**config.mk**
```make
export PLATFORM = sky130hd
export DESIGN_NAME = pack_cell_extrema_tracker_core
export DESIGN_NICKNAME = d
export VERILOG_FILES = /design/src/sv/pcet_pkg.sv /design/src/sv/pack_cell_extrema_tracker_core.sv /design/src/sv/pcet_front.sv /design/src/sv/pcet_queue.sv /design/src/sv/pcet_back.sv
export SDC_FILE = /design/constraint.sdc
export NUM_CORES = 1
export LEC_CHECK = 0
export ABC_AREA = 1
export ABC_CLOCK_PERIOD_IN_PS = 5700
export BUFFER_PORTS_ARGS = -buffer_cell sky130_fd_sc_hd__buf_2
export CAP_MARGIN = 5
export CORE_MARGIN = 4
export CORE_UTILIZATION = 59
export CTS_CLUSTER_DIAMETER = 150
export DETAILED_ROUTE_END_ITERATION = 8
export PLACE_DENSITY = 0.81
export SETUP_SLACK_MARGIN = 0.3
export SKIP_LAST_GASP = 1
export SYNTH_ARGS = -nofsm -noshare
export SYNTH_HDL_FRONTEND = slang
export SYNTH_HIERARCHICAL = 1
export SYNTH_SLANG_ARGS = --single-unit
```
**constraint.sdc**
```tcl
create_clock -name clock -period 5.7 [get_ports clock]
set_input_delay 0.57 -clock clock [delete_from_list [all_inputs] [get_ports clock]]
set_output_delay 0.57 -clock clock [all_outputs]
set_load 0.01 [all_outputs]
```
**src/sv/pcet_pkg.sv**
```systemverilog
// Shared constants, types and codes of the pack cell extrema tracker.
`default_nettype none
package pcet_pkg;

   // Pack geometry.
   localparam int unsigned BOARDS                  = 16;
   localparam int unsigned VOLT_CHANNELS           = 16;
   localparam int unsigned TEMP_CHANNELS_PER_BOARD = 16;

   // Queue between the classifier and the tracker.
   localparam int unsigned QUEUE_DEPTH = 4;
   localparam int unsigned QUEUE_PTR_W = $clog2(QUEUE_DEPTH);

   // Register reset values.
   localparam logic       IGNORE_ENABLE_RESET = 1'b1;
   localparam logic [7:0] IGNORED_SLOT_RESET  = 8'd143;

   // Tracker reset values.
   localparam logic [15:0]        MIN_VOLT_RESET = 16'hFFFF;
   localparam logic [15:0]        MAX_VOLT_RESET = 16'h0000;
   localparam logic signed [15:0] MIN_TEMP_RESET = 16'sh7FFF;
   localparam logic signed [15:0] MAX_TEMP_RESET = 16'sh8000;
   localparam logic [23:0]        TOTAL_MAX      = 24'hFFFFFF;

   // Configuration register indexes.
   typedef enum logic {
      CSR_IGNORE_ENABLE = 1'b0,
      CSR_IGNORED_SLOT  = 1'b1
   } csr_index_type;

   // Summary result kinds, in emission order.
   typedef enum logic [2:0] {
      KIND_MIN_VOLT = 3'd0,
      KIND_MAX_VOLT = 3'd1,
      KIND_MIN_TEMP = 3'd2,
      KIND_MAX_TEMP = 3'd3,
      KIND_TOTAL    = 3'd4
   } kind_type;

   // A classified reading as it travels through the queue.
   typedef struct packed {
      logic               volt_use;
      logic               temp_use;
      logic               last;
      logic [3:0]         board;
      logic [3:0]         channel;
      logic [15:0]        voltage_mv;
      logic signed [15:0] temperature;
   } item_type;

   // Queue status seen by the classifier.
   typedef struct packed {
      logic full;
      logic empty;
   } queue_status_type;

endpackage
`default_nettype wire

```
**src/sv/pack_cell_extrema_tracker_core.sv**
```systemverilog
// Top level of the pack cell extrema tracker: classifier, queue and tracker.
// Throughput: one reading per cycle unless the queue is full; a last reading waits until
// the previous summary drains. A reading accepted into the queue is registered there and
// folded into the tracker state when it leaves the queue; the first summary item of a last
// reading is offered on the cycle after that reading leaves the queue, and a summary is five items.
// Reset (synchronous, active high) empties the queue, restores the extremes and registers.
`default_nettype none
module pack_cell_extrema_tracker_core (
   input  wire logic                clock,
   input  wire logic                reset,
   // Reading channel.
   input  wire logic                req_valid,
   output logic                     req_stall,
   input  wire logic                req_mode,
   input  wire logic [3:0]          req_board,
   input  wire logic [3:0]          req_channel,
   input  wire logic [15:0]         req_voltage_mv,
   input  wire logic signed [15:0]  req_temperature,
   input  wire logic                req_last,
   // Summary channel.
   output logic                     rsp_valid,
   input  wire logic                rsp_stall,
   output logic [2:0]               rsp_kind,
   output logic signed [24:0]       rsp_value,
   output logic [3:0]               rsp_where_board,
   output logic [3:0]               rsp_where_channel,
   output logic                     rsp_last_of_run,
   // Configuration write port.
   input  wire logic                csr_wr_en,
   input  wire logic                csr_index,
   input  wire logic [7:0]          csr_wdata
);

   // The classifier pushes every accepted item into the queue, tagged with
   // whether it counts as a voltage, counts as a temperature, or neither.
   pcet_pkg::queue_status_type queue_status;
   pcet_pkg::item_type         push_item;
   pcet_pkg::item_type         head_item;
   logic                       push_valid;
   logic                       pop;

   pcet_front u_front (
      .clock           (clock),
      .reset           (reset),
      .req_valid       (req_valid),
      .req_stall       (req_stall),
      .req_mode        (req_mode),
      .req_board       (req_board),
      .req_channel     (req_channel),
      .req_voltage_mv  (req_voltage_mv),
      .req_temperature (req_temperature),
      .req_last        (req_last),
      .csr_wr_en       (csr_wr_en),
      .csr_index       (csr_index),
      .csr_wdata       (csr_wdata),
      .queue_status    (queue_status),
      .push_valid      (push_valid),
      .push_item       (push_item)
   );

   // The queue lets the input keep flowing while a last reading waits at its head for
   // the previous summary to drain, and stalls the input once all four of its entries are held.
   pcet_queue u_queue (
      .clock        (clock),
      .reset        (reset),
      .push_valid   (push_valid),
      .push_item    (push_item),
      .pop          (pop),
      .head_item    (head_item),
      .queue_status (queue_status)
   );

   // The tracker folds one queued item per cycle into the running extremes, a last item only
   // once the previous summary is out. It then snapshots the folded result, clears its state
   // and plays the snapshot out as five summary items while later readings keep folding in.
   pcet_back u_back (
      .clock             (clock),
      .reset             (reset),
      .head_item         (head_item),
      .head_valid        (!queue_status.empty),
      .pop               (pop),
      .rsp_valid         (rsp_valid),
      .rsp_stall         (rsp_stall),
      .rsp_kind          (rsp_kind),
      .rsp_value         (rsp_value),
      .rsp_where_board   (rsp_where_board),
      .rsp_where_channel (rsp_where_channel),
      .rsp_last_of_run   (rsp_last_of_run)
   );

endmodule
`default_nettype wire

```
**src/sv/pcet_front.sv**
```systemverilog
// Input classifier: holds the configuration registers and tags each reading.
`default_nettype none
module pcet_front (
   input  wire logic                       clock,
   input  wire logic                       reset,
   input  wire logic                       req_valid,
   output logic                            req_stall,
   input  wire logic                       req_mode,
   input  wire logic [3:0]                 req_board,
   input  wire logic [3:0]                 req_channel,
   input  wire logic [15:0]                req_voltage_mv,
   input  wire logic signed [15:0]         req_temperature,
   input  wire logic                       req_last,
   input  wire logic                       csr_wr_en,
   input  wire logic                       csr_index,
   input  wire logic [7:0]                 csr_wdata,
   input  wire pcet_pkg::queue_status_type queue_status,
   output logic                            push_valid,
   output pcet_pkg::item_type              push_item
);

   logic       ignore_enable_ff;
   logic       ignore_enable_in;
   logic [7:0] ignored_slot_ff;
   logic [7:0] ignored_slot_in;

   logic       board_ok;
   logic       volt_chan_ok;
   logic       temp_chan_ok;
   logic [7:0] slot;
   logic       skip;

   always_comb begin
      ignore_enable_in = ignore_enable_ff;
      ignored_slot_in  = ignored_slot_ff;
      if (csr_wr_en) begin
         case (pcet_pkg::csr_index_type'(csr_index))
            pcet_pkg::CSR_IGNORE_ENABLE: ignore_enable_in = csr_wdata[0];
            pcet_pkg::CSR_IGNORED_SLOT:  ignored_slot_in  = csr_wdata;
            default: ;
         endcase
      end
   end

   always_ff @(posedge clock) begin
      if (reset) begin
         ignore_enable_ff <= pcet_pkg::IGNORE_ENABLE_RESET;
         ignored_slot_ff  <= pcet_pkg::IGNORED_SLOT_RESET;
      end else begin
         ignore_enable_ff <= ignore_enable_in;
         ignored_slot_ff  <= ignored_slot_in;
      end
   end

   // Readings from boards or channels outside the pack take part in nothing.
   assign board_ok     = {1'b0, req_board} < 5'(pcet_pkg::BOARDS);
   assign volt_chan_ok = {1'b0, req_channel} < 5'(pcet_pkg::VOLT_CHANNELS);
   assign temp_chan_ok = {1'b0, req_channel} < 5'(pcet_pkg::TEMP_CHANNELS_PER_BOARD);
   assign slot = 8'(req_board) * 8'(pcet_pkg::TEMP_CHANNELS_PER_BOARD) + 8'(req_channel);
   assign skip = ignore_enable_ff && (slot == ignored_slot_ff);

   assign req_stall  = queue_status.full;
   assign push_valid = req_valid && !queue_status.full;

   always_comb begin
      push_item.volt_use    = board_ok && !req_mode && volt_chan_ok;
      push_item.temp_use    = board_ok && req_mode && temp_chan_ok && !skip;
      push_item.last        = req_last;
      push_item.board       = req_board;
      push_item.channel     = req_channel;
      push_item.voltage_mv  = req_voltage_mv;
      push_item.temperature = req_temperature;
   end

endmodule
`default_nettype wire

```
**src/sv/pcet_queue.sv**
```systemverilog
// Short FIFO of classified readings between the classifier and the tracker.
`default_nettype none
module pcet_queue (
   input  wire logic                       clock,
   input  wire logic                       reset,
   input  wire logic                       push_valid,
   input  wire pcet_pkg::item_type         push_item,
   input  wire logic                       pop,
   output pcet_pkg::item_type              head_item,
   output pcet_pkg::queue_status_type      queue_status
);

   pcet_pkg::item_type                entries_ff [pcet_pkg::QUEUE_DEPTH];
   logic [pcet_pkg::QUEUE_PTR_W-1:0]  wr_ptr_ff;
   logic [pcet_pkg::QUEUE_PTR_W-1:0]  wr_ptr_in;
   logic [pcet_pkg::QUEUE_PTR_W-1:0]  rd_ptr_ff;
   logic [pcet_pkg::QUEUE_PTR_W-1:0]  rd_ptr_in;
   logic [pcet_pkg::QUEUE_PTR_W:0]    count_ff;
   logic [pcet_pkg::QUEUE_PTR_W:0]    count_in;
   logic                              do_pop;

   assign queue_status.full  = (count_ff == (pcet_pkg::QUEUE_PTR_W+1)'(pcet_pkg::QUEUE_DEPTH));
   assign queue_status.empty = (count_ff == '0);
   assign head_item = entries_ff[rd_ptr_ff];
   assign do_pop    = pop && !queue_status.empty;

   always_comb begin
      wr_ptr_in = wr_ptr_ff;
      rd_ptr_in = rd_ptr_ff;
      count_in  = count_ff;
      if (push_valid) begin
         wr_ptr_in = (wr_ptr_ff == pcet_pkg::QUEUE_PTR_W'(pcet_pkg::QUEUE_DEPTH - 1)) ?
                     '0 : wr_ptr_ff + 1'b1;
      end
      if (do_pop) begin
         rd_ptr_in = (rd_ptr_ff == pcet_pkg::QUEUE_PTR_W'(pcet_pkg::QUEUE_DEPTH - 1)) ?
                     '0 : rd_ptr_ff + 1'b1;
      end
      if (push_valid && !do_pop) begin
         count_in = count_ff + 1'b1;
      end else if (!push_valid && do_pop) begin
         count_in = count_ff - 1'b1;
      end
   end

   always_ff @(posedge clock) begin
      if (reset) begin
         wr_ptr_ff <= '0;
         rd_ptr_ff <= '0;
         count_ff  <= '0;
      end else begin
         wr_ptr_ff <= wr_ptr_in;
         rd_ptr_ff <= rd_ptr_in;
         count_ff  <= count_in;
      end
   end

   always_ff @(posedge clock) begin
      if (push_valid) begin
         entries_ff[wr_ptr_ff] <= push_item;
      end
   end

`ifndef SYNTHESIS
   a_count_in_range: assert property (@(posedge clock) disable iff (reset)
      count_ff <= (pcet_pkg::QUEUE_PTR_W+1)'(pcet_pkg::QUEUE_DEPTH))
      else $error("queue count exceeds depth");
   a_no_push_when_full: assert property (@(posedge clock) disable iff (reset)
      queue_status.full |-> !push_valid)
      else $error("push into full queue");
   a_no_pop_when_empty: assert property (@(posedge clock) disable iff (reset)
      queue_status.empty |-> !pop)
      else $error("pop from empty queue");
`endif

endmodule
`default_nettype wire

```
**src/sv/pcet_back.sv**
```systemverilog
// Tracker: folds readings into the running extremes and emits the summary.
`default_nettype none
module pcet_back (
   input  wire logic                  clock,
   input  wire logic                  reset,
   input  wire pcet_pkg::item_type    head_item,
   input  wire logic                  head_valid,
   output logic                       pop,
   output logic                       rsp_valid,
   input  wire logic                  rsp_stall,
   output logic [2:0]                 rsp_kind,
   output logic signed [24:0]         rsp_value,
   output logic [3:0]                 rsp_where_board,
   output logic [3:0]                 rsp_where_channel,
   output logic                       rsp_last_of_run
);

   // Running state.
   logic [15:0]        min_volt_ff,  min_volt_in;
   logic [15:0]        max_volt_ff,  max_volt_in;
   logic signed [15:0] min_temp_ff,  min_temp_in;
   logic signed [15:0] max_temp_ff,  max_temp_in;
   logic [7:0]         loc_ff [4];
   logic [7:0]         loc_in [4];
   logic [23:0]        total_ff,     total_in;

   // Summary snapshot.
   logic [15:0]        snap_min_volt_ff;
   logic [15:0]        snap_max_volt_ff;
   logic signed [15:0] snap_min_temp_ff;
   logic signed [15:0] snap_max_temp_ff;
   logic [7:0]         snap_loc_ff [4];
   logic [23:0]        snap_total_ff;

   // Emitter.
   logic               busy_ff, busy_in;
   pcet_pkg::kind_type kind_ff, kind_in;

   // Folded values.
   logic [15:0]        f_min_volt, f_max_volt;
   logic signed [15:0] f_min_temp, f_max_temp;
   logic [7:0]         f_loc [4];
   logic [24:0]        sum;
   logic [23:0]        f_total;
   logic [7:0]         item_loc;
   logic               take_last;
   logic               beat_done;

   assign item_loc = {head_item.board, head_item.channel};

   always_comb begin
      f_min_volt = min_volt_ff;
      f_max_volt = max_volt_ff;
      f_min_temp = min_temp_ff;
      f_max_temp = max_temp_ff;
      f_loc[0]   = loc_ff[0];
      f_loc[1]   = loc_ff[1];
      f_loc[2]   = loc_ff[2];
      f_loc[3]   = loc_ff[3];
      f_total    = total_ff;
      sum        = 25'(total_ff) + 25'(head_item.voltage_mv);
      if (head_item.volt_use) begin
         if (head_item.voltage_mv < min_volt_ff) begin
            f_min_volt = head_item.voltage_mv;
            f_loc[0]   = item_loc;
         end
         if (head_item.voltage_mv > max_volt_ff) begin
            f_max_volt = head_item.voltage_mv;
            f_loc[1]   = item_loc;
         end
         f_total = sum[24] ? pcet_pkg::TOTAL_MAX : sum[23:0];
      end
      if (head_item.temp_use) begin
         if (head_item.temperature < min_temp_ff) begin
            f_min_temp = head_item.temperature;
            f_loc[2]   = item_loc;
         end
         if (head_item.temperature > max_temp_ff) begin
            f_max_temp = head_item.temperature;
            f_loc[3]   = item_loc;
         end
      end
   end

   // A last reading waits until the previous summary has fully drained.
   assign pop       = head_valid && (!head_item.last || !busy_ff);
   assign take_last = pop && head_item.last;
   assign beat_done = busy_ff && !rsp_stall;

   always_comb begin
      min_volt_in = min_volt_ff;
      max_volt_in = max_volt_ff;
      min_temp_in = min_temp_ff;
      max_temp_in = max_temp_ff;
      loc_in[0]   = loc_ff[0];
      loc_in[1]   = loc_ff[1];
      loc_in[2]   = loc_ff[2];
      loc_in[3]   = loc_ff[3];
      total_in    = total_ff;
      if (take_last) begin
         min_volt_in = pcet_pkg::MIN_VOLT_RESET;
         max_volt_in = pcet_pkg::MAX_VOLT_RESET;
         min_temp_in = pcet_pkg::MIN_TEMP_RESET;
         max_temp_in = pcet_pkg::MAX_TEMP_RESET;
         loc_in[0]   = '0;
         loc_in[1]   = '0;
         loc_in[2]   = '0;
         loc_in[3]   = '0;
         total_in    = '0;
      end else if (pop) begin
         min_volt_in = f_min_volt;
         max_volt_in = f_max_volt;
         min_temp_in = f_min_temp;
         max_temp_in = f_max_temp;
         loc_in[0]   = f_loc[0];
         loc_in[1]   = f_loc[1];
         loc_in[2]   = f_loc[2];
         loc_in[3]   = f_loc[3];
         total_in    = f_total;
      end
   end

   always_comb begin
      busy_in = busy_ff;
      kind_in = kind_ff;
      if (take_last) begin
         busy_in = 1'b1;
         kind_in = pcet_pkg::KIND_MIN_VOLT;
      end else if (beat_done) begin
         if (kind_ff == pcet_pkg::KIND_TOTAL) begin
            busy_in = 1'b0;
         end else begin
            kind_in = pcet_pkg::kind_type'(kind_ff + 3'd1);
         end
      end
   end

   always_ff @(posedge clock) begin
      if (reset) begin
         min_volt_ff <= pcet_pkg::MIN_VOLT_RESET;
         max_volt_ff <= pcet_pkg::MAX_VOLT_RESET;
         min_temp_ff <= pcet_pkg::MIN_TEMP_RESET;
         max_temp_ff <= pcet_pkg::MAX_TEMP_RESET;
         loc_ff[0]   <= '0;
         loc_ff[1]   <= '0;
         loc_ff[2]   <= '0;
         loc_ff[3]   <= '0;
         total_ff    <= '0;
         busy_ff     <= 1'b0;
         kind_ff     <= pcet_pkg::KIND_MIN_VOLT;
      end else begin
         min_volt_ff <= min_volt_in;
         max_volt_ff <= max_volt_in;
         min_temp_ff <= min_temp_in;
         max_temp_ff <= max_temp_in;
         loc_ff[0]   <= loc_in[0];
         loc_ff[1]   <= loc_in[1];
         loc_ff[2]   <= loc_in[2];
         loc_ff[3]   <= loc_in[3];
         total_ff    <= total_in;
         busy_ff     <= busy_in;
         kind_ff     <= kind_in;
      end
   end

   always_ff @(posedge clock) begin
      if (take_last) begin
         snap_min_volt_ff <= f_min_volt;
         snap_max_volt_ff <= f_max_volt;
         snap_min_temp_ff <= f_min_temp;
         snap_max_temp_ff <= f_max_temp;
         snap_loc_ff[0]   <= f_loc[0];
         snap_loc_ff[1]   <= f_loc[1];
         snap_loc_ff[2]   <= f_loc[2];
         snap_loc_ff[3]   <= f_loc[3];
         snap_total_ff    <= f_total;
      end
   end

   assign rsp_valid       = busy_ff;
   assign rsp_kind        = kind_ff;
   assign rsp_last_of_run = (kind_ff == pcet_pkg::KIND_TOTAL);

   always_comb begin
      case (kind_ff)
         pcet_pkg::KIND_MIN_VOLT: begin
            rsp_value         = signed'({9'd0, snap_min_volt_ff});
            rsp_where_board   = snap_loc_ff[0][7:4];
            rsp_where_channel = snap_loc_ff[0][3:0];
         end
         pcet_pkg::KIND_MAX_VOLT: begin
            rsp_value         = signed'({9'd0, snap_max_volt_ff});
            rsp_where_board   = snap_loc_ff[1][7:4];
            rsp_where_channel = snap_loc_ff[1][3:0];
         end
         pcet_pkg::KIND_MIN_TEMP: begin
            rsp_value         = 25'(snap_min_temp_ff);
            rsp_where_board   = snap_loc_ff[2][7:4];
            rsp_where_channel = snap_loc_ff[2][3:0];
         end
         pcet_pkg::KIND_MAX_TEMP: begin
            rsp_value         = 25'(snap_max_temp_ff);
            rsp_where_board   = snap_loc_ff[3][7:4];
            rsp_where_channel = snap_loc_ff[3][3:0];
         end
         pcet_pkg::KIND_TOTAL: begin
            rsp_value         = signed'({1'b0, snap_total_ff});
            rsp_where_board   = '0;
            rsp_where_channel = '0;
         end
         default: begin
            rsp_value         = '0;
            rsp_where_board   = '0;
            rsp_where_channel = '0;
         end
      endcase
   end

`ifndef SYNTHESIS
   a_last_only_when_idle: assert property (@(posedge clock) disable iff (reset)
      take_last |-> !busy_ff)
      else $error("summary started while previous one still draining");
   a_summary_starts: assert property (@(posedge clock) disable iff (reset)
      take_last |=> busy_ff && kind_ff == pcet_pkg::KIND_MIN_VOLT)
      else $error("summary did not start with minimum voltage");
   a_kind_in_range: assert property (@(posedge clock) disable iff (reset)
      busy_ff |-> kind_ff <= pcet_pkg::KIND_TOTAL)
      else $error("summary kind out of range");
   a_run_ends: assert property (@(posedge clock) disable iff (reset)
      beat_done && kind_ff == pcet_pkg::KIND_TOTAL && !take_last |=> !busy_ff)
      else $error("emitter did not stop after the total");
   a_cleared_after_last: assert property (@(posedge clock) disable iff (reset)
      take_last |=> total_ff == '0 && min_volt_ff == pcet_pkg::MIN_VOLT_RESET)
      else $error("tracker state not cleared after summary");
`endif

endmodule
`default_nettype wire

```
==> results of run 1 <==
==> kinds of logic after synthesis <==
family,count (synthesis)
AO/OA/AOI/OAI,415
AND/OR/NAND/NOR,987
adder cells (fa/ha/maj),91
flip-flops,434
XOR/XNOR,14
buffers and inverters,403
==> per-layer routing <==
metal / routed length, um / share of wire
met2: 25200 / 0.48
met3: 4830 / 0.091
met5: 13 / 0.00025
met4: 1420 / 0.027
met1: 21400 / 0.40
==> where the power goes <==
group | switching (W) | internal, W | total [W] | leakage, nW
logic | 0.00440 | 0.00192 | 0.00632 | 5.72
clock network | 0.00119 | 0.00174 | 0.00293 | 0.722
registers | 0.000385 | 0.00456 | 0.00494 | 3.87
==> worst paths after layout <==
path / startpoint / to / slack, ns / depth (start not counted)
max: flip-flop / u_back/snap_loc_ff[2][7] / 1.14 / 15
min: csr_wdata[3] / u_front/ignored_slot_ff[3] / 0.22 / 3
max reg2reg: flip-flop / u_back/snap_loc_ff[2][7] / 1.14 / 15
min reg2reg: u_back/min_volt_ff[4] / u_back/min_volt_ff[4] / 0.47 / 2
==> registers in the layout (all words and copies together) (netlist names), 24 cells and up, named ones only <==
name,flops
u_back/loc_ff,32
u_back/snap_loc_ff,32
u_back/snap_total_ff,24
u_back/total_ff,24
u_queue/entries_ff,172
==> cell usage after synthesis, types with 3 or more instances <==
library cell / number
nand2_1: 476
edfxtp_1: 292
inv_1: 243
nor2_1: 207
o21ai_0: 161
nand3_1: 158
dfxtp_1: 142
a21oi_1: 133
ha_1: 89
nand4_1: 64
buf_4: 54
clkbuf_1: 47
o22ai_1: 47
and2_1: 32
buf_2: 28
o21bai_1: 24
nand3b_1: 16
a22o_1: 15
o21ai_1: 15
buf_1: 12
nor3_1: 11
xor2_1: 9
inv_2: 8
nand2_2: 8
buf_6: 7
xnor2_1: 5
nand3_2: 4
or2_2: 4
a21boi_0: 3
o211ai_1: 3
o21a_1: 3
==> stage by stage <==
step                hold slack [ns]   util  total power, W  instances  instance area (um^2)
floorplan                     0.436      -         0.00941       2344                 21300
global placement              0.447  0.611          0.0109       2775                 21700
detailed placement            0.450  0.611          0.0111       2775                 21700
CTS                           0.205  0.653          0.0141       2858                 23200
global route                  0.220  0.654          0.0151       2859                 23300
finish                        0.222  0.654          0.0142       2859                 23300
==> layout make-up <==
type                            instances  area (um^2)  area share
Clock buffer                           67         1320      0.0568
Clock inverter                         16          166     0.00716
Inverter                              255          966      0.0415
Multi-Input combinational cell       1507         7920       0.341
Sequential cell                       434        11600       0.499
Tap cell                              461          577      0.0248
Timing Repair Buffer                  119          691      0.0297
==> critical path: cells and delay by family, from the launching register on <==
kind                     cells  cell delay (ns)
AND/OR/NAND/NOR             10             1.88
AO/OA/AOI/OAI                2             0.88
flip-flops                   1             0.30
buffers and inverters        2             0.86
adder cells (fa/ha/maj)      1             0.35
==> qor.csv, run 1 <==
metric,value,unit
yosysSeqAreaShare,0.545,
mostFrequentLayoutCells,"nand2_1 (475), edfxtp_1 (292), inv_1 (238)",
leakagePower,10.3,nW
grt_use_met2,0.438,
slew_violations,0,
grt_max_degree,89,
cts_tree,done,
syn_avg_cell_area,9.10,um^2
ir_drop,0.347,mV
vias,16705,
grt.total_usage,0.264,
setup_tns,0,ns
antenna_found_initial,1,
worst-endpoint-arrival,4.85,ns
dieHeight,198,um
htree_num_levels,2,
drive_above_1_share,0.0942,
cts_sinks,434,
wl_per_cell,18.5,um
post-route-period-util,0.799,
synth-adder-area-share,0.0541,
tightest_slew,1.09,ns
synth.top_cell.area_share,0.411,
num-fill-cells,2759,
synth_edf_count,292,
synthTopCellsByArea,"edfxtp_1 (41%), dfxtp_1 (13%), nand2_1 (8.4%)",
portBuffers,94,
critPathRequiredTime,6.00,ns
worstSetupEndpointType,flip-flop,
fin_skew,0.0207,ns
core,35600,um^2
syn-instance-count,2344,
max-slew-margin-rel,0.273,
fin_nets,2509,
path_common_cell,nand2_1,
post-dp-hpwl,34800,um
fin_crit,4.56,ns
slowest_delay,0.61,ns
yosysWarnings,6,
cp_slowest_cell,o22ai_1,
path_cells,buf_4 -> inv_2 -> o21ai_0 -> o22ai_1 -> ha_1 -> nand2_1 -> nor2_1 -> nor3_1 -> nand2_1 -> nand2_1 -> nand2_1 -> nand2_2 -> nand3_2 -> nand2_1 -> nand2_1,
crit_path_start_kind,flip-flop,
met3_usage,0.0441,
grt_setup_unrepaired,no,
achievable-frequency,220,MHz
clk_latency,0.56,ns
synth_ff_type,edfxtp_1,
drt_iter0_markers,1791,
synth_mux_area_frac,0,
async_flop_share,0,
finalWorstSetupSlack,1.14,ns
hold_path.class,in2reg,
wirelength,52900,um
numCtsBuffers,45,
route.detailed.drc,0,
cts_root_buf,clkbuf_16,
synth-xor-area-share,0.00575,
dieArea,39200,um^2
antenna_left,0,
synth-simple-area-share,0.202,
drv_cap,0,
ys_types,47,
num_rows,69,
cts_hold_buf,0,
path_clk_slew,0.06,ns
drt-pass1-iter-count,6,
syn_nets,2491,
io_pins,95,
yosysTopAreaCell,edfxtp_1,
hold_viol,0,
postCtsSetupBuffers,0,
grt_pass1_vias,16090,
grt_overflow,0,
gp_congestion,0.887,
synth_top_family_by_area,simple AND/OR/NAND/NOR gates,
syn_area,21300,um^2
grt-busiest-layer,met2,
place_ws,1.31,ns
initial_core_util,0.599,
status,"finished, final reports clean",
area_growth,9.05,%
die_x,198,um
ys_ff_latch,434,
setup_viol,0,
powerDensity,610,nW/um^2
crit_type,reg2reg,
synth_compound_area_frac,0.109,
critPathMaxFanout,44,
grtUsageMet1,0.356,
clockBufferDepth,3,
viasPerCell,5.84,
cts_resized,0,
grt_first_pass_wirelength,82800,um
n_antenna_cell,0,
mostFrequentLayoutCell,nand2_1,
Power figures use the tool's default switching activity.
==> run 2, diff against run 1 <==
--- a/config.mk
+++ b/config.mk
@@ -6,14 +6,14 @@
 export NUM_CORES = 1
 export LEC_CHECK = 0
 export ABC_AREA = 1
-export ABC_CLOCK_PERIOD_IN_PS = 5700
+export ABC_CLOCK_PERIOD_IN_PS = 4050
 export BUFFER_PORTS_ARGS = -buffer_cell sky130_fd_sc_hd__buf_2
 export CAP_MARGIN = 5
 export CORE_MARGIN = 4
-export CORE_UTILIZATION = 59
+export CORE_UTILIZATION = 56
 export CTS_CLUSTER_DIAMETER = 150
 export DETAILED_ROUTE_END_ITERATION = 8
-export PLACE_DENSITY = 0.81
+export PLACE_DENSITY = 0.8
 export SETUP_SLACK_MARGIN = 0.3
 export SKIP_LAST_GASP = 1
 export SYNTH_ARGS = -nofsm -noshare
==> constraint.sdc (replaced) <==
create_clock -name clock -period 4.05 [get_ports clock]
set_input_delay 0.405 -clock clock [delete_from_list [all_inputs] [get_ports clock]]
set_output_delay 0.405 -clock clock [all_outputs]
set_load 0.01 [all_outputs]
==> run 2 against run 1 <==
Net effect: non-clock buffer count rose by 31; combinational power rose by 45%; global-route usage fell by 1.2 points; largest power group unchanged; clock-buffer cell count fell by 7; first-iteration DRC count fell by 21%; via count rose by 0.52%; die area rose by 5.1%; wire length fell by 0.32%; highest routed layer unchanged; sequential share of layout area fell by 0.75 points; clock skew rose by 0.0064 ns; setup slack got worse by 0.61 ns.
==> qor.csv, run 2 (synthesis gave the netlist of run 1 again) <==
metric,value,unit
drt_iter0_markers,1423,
multi_input_area,7930,um^2
portBuffers,94,
grt_setup_unrepaired,no,
worst-endpoint-arrival,4.00,ns
n_antenna_cell,0,
ir_drop,0.589,mV
path_clk_slew,0.06,ns
clockBufferDepth,3,
post-dp-hpwl,35500,um
power_switching_share,0.422,
drive_above_1_share,0.107,
wl_per_cell,17.9,um
pwr-share-clk,0.204,
cp_slowest_cell,o22ai_1,
path_common_cell,nand2_1,
hold_path.class,in2reg,
crit_type,reg2reg,
status,"finished, final reports clean",
mostFrequentLayoutCells,"nand2_1 (475), edfxtp_1 (292), inv_1 (238)",
dieArea,41300,um^2
setup_tns,0,ns
io_pins,95,
cts_sinks,434,
mostFrequentLayoutCell,nand2_1,
max-slew-margin-rel,0.256,
crit_path_start_kind,flip-flop,
area_growth,10.7,%
antenna_left,0,
grt_pass1_vias,16072,
drt-pass1-iter-count,6,
critPathMaxFanout,24,
num-fill-cells,3004,
route.detailed.drc,0,
leakagePower,10.5,nW
top_register,u_queue/entries_ff,
slew_violations,0,
cts_root_buf,clkbuf_16,
final_util,0.628,
p_seq_frac,0.344,
seq_area,11600,um^2
wirelength,52700,um
grt_first_pass_wirelength,83900,um
finalWorstSetupSlack,0.539,ns
slowest_delay,0.43,ns
viasPerCell,5.71,
core,37600,um^2
hold_viol,0,
grt.total_usage,0.252,
top_regs,"u_queue/entries_ff (172), u_back/loc_ff (32), u_back/snap_loc_ff (32)",
fin_skew,0.0271,ns
vias,16792,
fin_nets,2541,
fin_crit,3.51,ns
critPathRequiredTime,4.54,ns
drv_cap,0,
worstSetupEndpointType,flip-flop,
p_comb_frac,0.452,
whs,0.0281,ns
clk_latency,0.59,ns
grt_max_degree,106,
grt_overflow,0,
worst-path-buf-inv,5,
achievable-frequency,285,MHz
timing.rr.end,u_back/loc_ff[2][3],
initial_core_util,0.567,
setup_viol,0,
endpoint,u_back/loc_ff[2][3],
powerDensity,860,nW/um^2
post-route-period-util,0.867,
cp_num_cells,18,
cp_top_family,simple AND/OR/NAND/NOR gates,
numCtsBuffers,46,
path_cells,inv_2 -> buf_4 -> o21ai_0 -> o22ai_1 -> ha_1 -> nand2_1 -> inv_1 -> o21ai_1 -> a21oi_1 -> nor2_1 -> nand2_1 -> nand2_2 -> nand3_2 -> buf_4 -> nand2_1 -> nand3_1 -> nand2_1 -> inv_1,
p_int,0.0117,W
cts_tree,done,
switching_power,0.00856,W
regToRegSetupSlack,0.54,ns
num_rows,71,
htree_num_levels,2,
r2r_cells,18,
dieHeight,203,um
largest_reg_flops,172,
gp_congestion,0.887,
die_x,203,um
place_ws,0.630,ns
antenna_found_initial,1,
tightest_slew,1.12,ns
-- run 2: power groups by stage --
stage,sequential [W],clock (W),combinational (W)
after floorplan,0.00683,0,0.00639
after global placement,0.00699,0,0.00867
after detailed placement,0.00702,0,0.00898
after CTS,0.00695,0.00421,0.00906
after global routing,0.00705,0.00443,0.0102
final,0.00697,0.00414,0.00918
-- run 2: what timing repair did --
item,in CTS,in global routing
hold endpoints to repair,5,0
setup endpoints to repair,0,3
resized for setup,0,2
hold buffers,2,0
buffers inserted,0,0
-- run 2: cell type report --
class / instances / area share
clock inverters: 24 / 0.0108
multi-input cells: 1507 / 0.336
well taps: 511 / 0.0271
clock buffers: 60 / 0.0532
inverters: 255 / 0.0410
flip-flops and latches: 434 / 0.492
repair buffers: 150 / 0.0401
-- run 2: worst min-delay path by stage --
stage,startpoint,endpoint,slack (ns),cells past startpoint
final,req_temperature[9],u_queue/entries_ff[2][9],0.03,1
after global routing,req_temperature[7],u_queue/entries_ff[1][7],0.01,1
after CTS,req_temperature[11],u_queue/entries_ff[2][11],0.00005,1
after detailed placement,u_back/min_temp_ff[3],u_back/min_temp_ff[3],0.45,2
after global placement,u_front/ignored_slot_ff[6],u_front/ignored_slot_ff[6],0.44,2
after floorplan,u_front/ignored_slot_ff[6],u_front/ignored_slot_ff[6],0.44,2
-- run 2: through the flow --
step           cells  cell area, um^2  power [W]
5_1_grt         2941            23600     0.0217
6_report        2941            23600     0.0203
2_1_floorplan   2344            21300     0.0132
4_1_cts         2941            23600     0.0202
3_3_place_gp    2855            22100     0.0157
3_5_place_dp    2855            22100     0.0160
-- run 2: metal layers --
metal	track usage	up-vias	wire [um]
met5	0	-	13
met4	0.0944	2	1670
met3	0.0453	120	4430
met2	0.419	706	25200
met1	0.335	7954	21400
li1	-	8010	-
